==> src/sv/lpht_pkg.sv <==
// Shared types and constants of the linear-probing hash table.
// Used by the home slot unit, the controller, the datapath and the top level.
`timescale 1ns / 1ps
`default_nettype none

package lpht_pkg;

  localparam int KEY_W    = 31;
  localparam int VALUE_W  = 32;
  localparam int FUNC_W   = 2;
  localparam int STATUS_W = 2;
  localparam int SLOT_W   = 10;

  localparam logic [FUNC_W-1:0] FUNC_CLEAR  = 2'd0;
  localparam logic [FUNC_W-1:0] FUNC_INSERT = 2'd1;
  localparam logic [FUNC_W-1:0] FUNC_LOOKUP = 2'd2;

  localparam logic [STATUS_W-1:0] STATUS_OK   = 2'd0;
  localparam logic [STATUS_W-1:0] STATUS_FULL = 2'd1;
  localparam logic [STATUS_W-1:0] STATUS_MISS = 2'd2;

  typedef struct packed {
    logic [FUNC_W-1:0]         func;
    logic [KEY_W-1:0]          key;
    logic signed [VALUE_W-1:0] value;
  } req_t;

  typedef struct packed {
    logic [STATUS_W-1:0]       status;
    logic signed [VALUE_W-1:0] found_value;
    logic [SLOT_W-1:0]         slot;
  } rsp_t;

  // One table entry as held in the memory.
  typedef struct packed {
    logic                      used;
    logic [KEY_W-1:0]          key;
    logic signed [VALUE_W-1:0] value;
  } entry_t;

  // Commands from the controller to the datapath.
  typedef struct packed {
    logic                capture;
    logic                slot_clr;
    logic                hash_start;
    logic                slot_home;
    logic                rd_en;
    logic                step;
    logic                wr_clear;
    logic                wr_insert;
    logic                res_load;
    logic [STATUS_W-1:0] res_status;
    logic                res_slot;
    logic                res_value;
    logic                out_load;
  } cmd_t;

  // Status from the datapath to the controller.
  typedef struct packed {
    logic [FUNC_W-1:0] func;
    logic              hash_done;
    logic              used;
    logic              key_match;
    logic              probe_last;
    logic              sweep_last;
    logic              out_free;
  } stat_t;

endpackage

`default_nettype wire

==> src/sv/lpht_ctrl.sv <==
// Controller of the hash table: sequences init, clear, hashing and probing.
// Depends on lpht_pkg for the command and status structs and the codes.
`timescale 1ns / 1ps
`default_nettype none

module lpht_ctrl (
  input  wire logic            clk_i,
  input  wire logic            rst_ni,
  input  wire logic            req_valid_i,
  output logic                 req_ready_o,
  input  wire lpht_pkg::stat_t stat_i,
  output lpht_pkg::cmd_t       cmd_o
);

  typedef enum logic [2:0] {
    S_INIT,
    S_IDLE,
    S_DECODE,
    S_CLEAR,
    S_HASH,
    S_HWAIT,
    S_READ,
    S_EVAL
  } state_e;

  state_e state_q, state_d;
  logic   result_q, result_d;

  assign req_ready_o = (state_q == S_IDLE) && !result_q;

  always_comb begin
    cmd_o    = '0;
    state_d  = state_q;
    result_d = result_q;

    // A finished result moves to the output register as soon as it is free.
    if (result_q && stat_i.out_free) begin
      cmd_o.out_load = 1'b1;
      result_d       = 1'b0;
    end

    case (state_q)
      S_INIT: begin
        cmd_o.wr_clear = 1'b1;
        cmd_o.step     = 1'b1;
        if (stat_i.sweep_last) begin
          state_d = S_IDLE;
        end
      end
      S_IDLE: begin
        if (req_valid_i && !result_q) begin
          cmd_o.capture = 1'b1;
          state_d       = S_DECODE;
        end
      end
      S_DECODE: begin
        case (stat_i.func)
          lpht_pkg::FUNC_CLEAR: begin
            cmd_o.slot_clr = 1'b1;
            state_d        = S_CLEAR;
          end
          lpht_pkg::FUNC_INSERT,
          lpht_pkg::FUNC_LOOKUP: begin
            state_d = S_HASH;
          end
          default: begin
            cmd_o.res_load   = 1'b1;
            cmd_o.res_status = lpht_pkg::STATUS_OK;
            result_d         = 1'b1;
            state_d          = S_IDLE;
          end
        endcase
      end
      S_CLEAR: begin
        cmd_o.wr_clear = 1'b1;
        cmd_o.step     = 1'b1;
        if (stat_i.sweep_last) begin
          cmd_o.res_load   = 1'b1;
          cmd_o.res_status = lpht_pkg::STATUS_OK;
          result_d         = 1'b1;
          state_d          = S_IDLE;
        end
      end
      S_HASH: begin
        cmd_o.hash_start = 1'b1;
        if (stat_i.hash_done) begin
          cmd_o.slot_home = 1'b1;
          state_d         = S_READ;
        end else begin
          state_d = S_HWAIT;
        end
      end
      S_HWAIT: begin
        if (stat_i.hash_done) begin
          cmd_o.slot_home = 1'b1;
          state_d         = S_READ;
        end
      end
      S_READ: begin
        cmd_o.rd_en = 1'b1;
        state_d     = S_EVAL;
      end
      S_EVAL: begin
        if (stat_i.func == lpht_pkg::FUNC_INSERT) begin
          if (!stat_i.used) begin
            cmd_o.wr_insert  = 1'b1;
            cmd_o.res_load   = 1'b1;
            cmd_o.res_status = lpht_pkg::STATUS_OK;
            cmd_o.res_slot   = 1'b1;
          end else if (stat_i.probe_last) begin
            cmd_o.res_load   = 1'b1;
            cmd_o.res_status = lpht_pkg::STATUS_FULL;
          end else begin
            cmd_o.step = 1'b1;
          end
        end else begin
          if (!stat_i.used) begin
            cmd_o.res_load   = 1'b1;
            cmd_o.res_status = lpht_pkg::STATUS_MISS;
          end else if (stat_i.key_match) begin
            cmd_o.res_load   = 1'b1;
            cmd_o.res_status = lpht_pkg::STATUS_OK;
            cmd_o.res_slot   = 1'b1;
            cmd_o.res_value  = 1'b1;
          end else if (stat_i.probe_last) begin
            cmd_o.res_load   = 1'b1;
            cmd_o.res_status = lpht_pkg::STATUS_MISS;
          end else begin
            cmd_o.step = 1'b1;
          end
        end
        if (cmd_o.res_load) begin
          result_d = 1'b1;
          state_d  = S_IDLE;
        end else begin
          state_d = S_READ;
        end
      end
      default: begin
        state_d = S_IDLE;
      end
    endcase
  end

  always_ff @(posedge clk_i or negedge rst_ni) begin
    if (!rst_ni) begin
      state_q  <= S_INIT;
      result_q <= 1'b0;
    end else begin
      state_q  <= state_d;
      result_q <= result_d;
    end
  end

`ifndef ASSERT_OFF
  a_eval_after_read: assert property (@(posedge clk_i) disable iff (!rst_ni)
    (state_q == S_EVAL) |-> $past(state_q == S_READ))
    else $error("entry evaluated without a fresh memory read");
`endif

endmodule

`default_nettype wire

==> config.mk <==
export PLATFORM = sky130hd
export DESIGN_NAME = lpht_ctrl
export DESIGN_NICKNAME = d
export VERILOG_FILES = /design/src/sv/lpht_pkg.sv /design/src/sv/lpht_ctrl.sv
export SDC_FILE = /design/constraint.sdc
export NUM_CORES = 1
export LEC_CHECK = 0
export ABC_AREA = 1
export BUFFER_PORTS_ARGS = -buffer_cell sky130_fd_sc_hd__buf_2
export CAP_MARGIN = 10
export CORE_AREA = 4 4 42 44
export DETAILED_ROUTE_END_ITERATION = 12
export DIE_AREA = 0 0 46 48
export GPL_ROUTABILITY_DRIVEN = 0
export GPL_TIMING_DRIVEN = 0
export PLACE_DENSITY = 0.7
export SYNTH_ARGS = -nofsm -noshare
export SYNTH_HDL_FRONTEND = slang
export SYNTH_SLANG_ARGS = --single-unit
==> constraint.sdc <==
create_clock -name clk_i -period 1.3 [get_ports clk_i]
set_clock_uncertainty 0.1 [all_clocks]
set_input_delay 0.065 -clock clk_i [delete_from_list [all_inputs] [get_ports clk_i]]
set_output_delay 0.065 -clock clk_i [all_outputs]
set_load 0.01 [all_outputs]
# After elaboration in Yosys (flattened, before gate mapping)
# Index checks and enable logic that the tools add are counted.
# Widths: inputs -> output; s select.
# word_totals
regBits	4
output_inout_bits	15
# classes
eq_ne	12
n_mux	45
n_reduce_logical	11
# op_table
op	count
$mux 3	11
$mux 1	23
$pmux 3 s7	1
$eq 3x3->1 const B	4
$pmux 3 s3	1
$mux 2	4
$mux 4	2
$eq 3x2->1 const B	2
$pmux 3 s2	1
$reduce_or 2->1	3
$ne 2x1->1 const B	2
$eq 3x1->1 const B	1
$logic_and 1x1->1	3
$logic_not 3->1	1
$pmux 1 s3	1
$reduce_and 3->1	1
$reduce_or 3->1	1
$eq 2x1->1 const B	1
$eq 2x2->1 const B	1
$logic_not 2->1	1
$ne 2x2->1 const B	1
$pmux 1 s2	1
$logic_not 1->1	1

# Depth between registers and ports, before layout
# depth
ltp_word	7
depth_mapped	9
mapped_depth_nobuf	9

# Worst setup path before layout
# No wires, ideal clock.
# synth_timing
kind	register to register
start	register state_q[0]
end	register state_q[1]
setup_time_ns	0.120
arrival_ns	1.051
setup_slack_ns	0.029
stages_incl_launch_ff	10
path_buffers	1
period_less_slack_ns	1.271
path_cell_list	dfrtp_1 > buf_4 > nor2_2 > nand2_2 > nand2_2 > nand2_2 > nand2_2 > inv_2 > o21ai_1 > nand2_1
# synth_via
elab_chain_cells	4
elab_cells_between_ends	14
# synth_lines
element	line	text
from (decl)	lpht_ctrl.sv:26	state_e state_q, state_d;
from (signal assigned)	lpht_ctrl.sv:150	state_q <= state_d;
$eq 3x2->1 or $logic_not 3->1 (tied branches)	lpht_ctrl.sv:42	case (state_q)
$reduce_or 2->1 (no line)	n/a	
$ne 2x1->1 (no line)	n/a	
$reduce_and 3->1 (no line)	n/a	
# Parallel ways exist; a longest one is shown, timed or not.
# A chain may end at the register's enable or synchronous reset.

==> results.py <==
metrics = {
    "power": {
        "p_total_mw": 1.79,
        "vdd_drop_max_uv": 679,
        "p_leak_nw": 0.526,
        "power_density_nw_per_um2": 2060,
    },
    "synth": {
        "synth_mux_area_frac": 0,
        "ys.flop_type": "dfrtp_1",
        "synth_area_sq_um": 531,
        "synth-compound-area-share": 0.0330,
        "synth-seq-cells": 4,
        "syn_avg_cell_area_sq_um": 6.55,
        "yosys_warnings": 0,
        "synth.distinct_cells": 21,
        "synthAdderAreaFrac": 0.0708,
        "synth_edf_count": 0,
        "synth_top_family_by_area": "simple AND/OR/NAND/NOR gates",
        "yosys.area_share.xor_xnor": 0,
        "synthArstFlopShare": 1.00,
        "synth_top_area_cell": "dfrtp_1",
        "synth-simple-area-share": 0.564,
        "yosys-top-cells-area": "dfrtp_1, nand2_1, nand3_1",
        "postSynthCellCount": 81,
        "syn_nets": 95,
        "synth_top_area_frac": 0.189,
        "yosysSeqAreaShare": 0.189,
    },
    "routing": {
        "vias": 657,
        "firstDrtPassIters": 4,
        "wl_per_cell_um": 11.1,
        "drt-initial-drc-count": 9,
        "drc": 0,
        "vias_per_cell": 4.87,
        "wl_um": 1500,
        "postRouteAntennaNets": 0,
    },
    "clock_network": {
        "clock_latency_ps": 230,
        "cts.htree.levels": 1,
        "cts-root-buf": "clkbuf_4",
        "cts_max_path_buffers": 2,
        "cts.sinks": 4,
        "cts.reportedPaths.clkPinSlew_ps": 40,
        "cts_tree": "yes",
        "cts_buffers": 3,
    },
    "grt": {
        "grt_use_total": 0.151,
        "grt_overflow": 0,
        "grt_first_pass_wirelength_um": 2410,
        "grt_max_degree": 7,
        "antenna_found_initial": 0,
        "grt_pass1_vias": 608,
    },
    "timing": {
        "rsz0062_at_grt": "true",
        "slew_violations": 0,
        "slew_headroom": 0.850,
        "hold_viol": 0,
        "layout_min_cycle_time_ps": 1480,
        "fmax_mhz": 676,
        "worstMarginPinSlew_ps": 222,
        "finalCritPeriodShare": 1.14,
        "layout_setup_ws_ps": -180,
        "finalSetupViolCount": 15,
    },
    "critical_path": {
        "critPathTopFamily": "flip-flops",
        "critPathMaxFanout": 5,
        "setup.worst_path.end_class": "output pin",
        "crit_end": "cmd_o[2]",
        "crit_buf_inv": 3,
        "required_ps": 1130,
        "critPathMaxStageDelay_ps": 370,
        "crit_path_start": "state_q[1]$_DFFE_PN0P_",
        "critPathKind": "reg -> out",
        "worstPathCellList": "buf_6 > nand2_4 > nor2_8 > inv_4 > nor3_4 > or2_1 > buf_2",
        "reg2reg_depth": 10,
        "path_depth": 7,
        "r2r-end": "state_q[1]$_DFFE_PN0P_",
        "worstPathArrival_ps": 1310,
        "reg2reg_from": "state_q[1]$_DFFE_PN0P_",
        "crit_slowest_cell": "dfrtp_1",
        "reg2reg_slack_ps": -160,
        "cp-start-kind": "flip-flop",
    },
    "worst_hold_path": {
        "holdCritPathClass": "in -> async",
    },
    "final_layout": {
        "layout-drive-gt1-share": 0.546,
        "nets": 135,
        "area_growth_pct": 64.2,
        "diodes": 0,
    },
    "floorplanning": {
        "ios": 26,
        "chipHeight_um": 48,
        "die_area_sq_um": 2210,
        "initial_core_util": 0.369,
        "core-area_sq_um": 1440,
        "die_w_um": 46,
        "rows": 14,
    },
    "place": {
        "hpwl_um": 1100,
        "dpl_worst_slack_ps": -65.6,
        "port_buffers": 25,
    },
    "outcome": {
        "violations": "negative setup slack",
        "outcome": "complete, but fails checks",
    },
    "job": {
        "maxCapViolations": 0,
    },
}
[placed cells by master (no fill, tap or decap), drive strengths merged]
master	instances
inv	15
o21bai	1
dfrtp	4
nor2	9
o21ai	2
or2	1
dlygate4sd3	2
clkbuf	3
nand3	11
nand4	2
nand2	24
nor3	5
nand3b	2
ha	3
buf	35
[cell usage after synthesis, types with 2 or more instances]
library cell,instances
nand3_2,2
inv_1,11
buf_4,2
dfrtp_1,4
ha_1,3
nand2_1,20
nand3b_1,2
inv_4,2
nand4_1,2
inv_2,2
nand3_1,9
nor3_1,3
nor3_4,2
nor2_1,7
nand2_2,4
[repair_timing]
item | 4_1_cts | 5_1_grt
hold buffers | 2 | 0
pin swaps | 4 | 3
setup buffers | 8 | 0
endpoints found under the hold margin | 5 | 0
resized for setup | 17 | 7
setup endpoints to repair | 15 | 17
[cells by family (layout without fill, tap and decap cells)]
| group | Yosys count | count (layout) |
|---|---|---|
| buf+inv | 17 | 55 |
| simple gates | 54 | 54 |
| fa+ha+maj | 3 | 3 |
| flops | 4 | 4 |
| compound gates | 3 | 3 |
[registers in the layout, summed over array words and instances, names as in the netlist]
register,flops
result_q,1
state_q,3
[worst min path at each step]
stage | slack (ps) | to
2_1_floorplan | -330 | result_q$_DFF_PN0_
3_3_place_gp | -230 | result_q$_DFF_PN0_
3_5_place_dp | -220 | state_q[0]$_DFFE_PN0P_
4_1_cts | 60 | state_q[0]$_DFFE_PN0P_
5_1_grt | 70 | state_q[0]$_DFFE_PN0P_
6_report | 70 | state_q[0]$_DFFE_PN0P_
[through the flow]
stage / utilization / hold slack [ps] / cells / TNS (ps) / area, sq um
2_1_floorplan: - / -331 / 81 / 0 / 531
3_3_place_gp: 0.470 / -230 / 122 / -99.6 / 676
3_5_place_dp: 0.470 / -224 / 122 / -179 / 676
4_1_cts: 0.588 / 60.0 / 135 / -1720 / 845
5_1_grt: 0.606 / 66.3 / 135 / -2940 / 871
6_report: 0.606 / 72.9 / 135 / -1690 / 871
[final cells by class]
cell class / count / area (sq um)
Fill cell: 146 / 566
Multi-Input combinational cell: 60 / 420
Timing Repair Buffer: 35 / 218
Sequential cell: 4 / 101
Inverter: 15 / 66.3
Clock buffer: 3 / 22.5
Buffer: 2 / 22.5
Tap cell: 16 / 20.0
[worst reg2reg max path: stages, from the launching register on]
cell and delay (ps):
dfrtp_1 370, buf_6 140, buf_4 160, nor2_4 120, nand2_2 80, nand2_2 90, nand2_2 50, nand2_2 80
inv_2 40, o21ai_2 40, nand2_1 60
[report_power, final]
part | internal (mW) | switching [mW] | total, mW
Clock | 0.103 | 0.0509 | 0.154
Combinational | 0.613 | 0.785 | 1.40
Sequential | 0.189 | 0.0483 | 0.238
[routing by layer]
metal  GRT usage  vias to the layer above  share of wire
met5           0                        -              0
met4      0.0625                        0              0
met3      0.0226                        0          0.091
met2       0.291                       25           0.54
met1       0.163                      296           0.37
li1            -                      336              -
No activity file was read; power rests on OpenSTA's default activity.
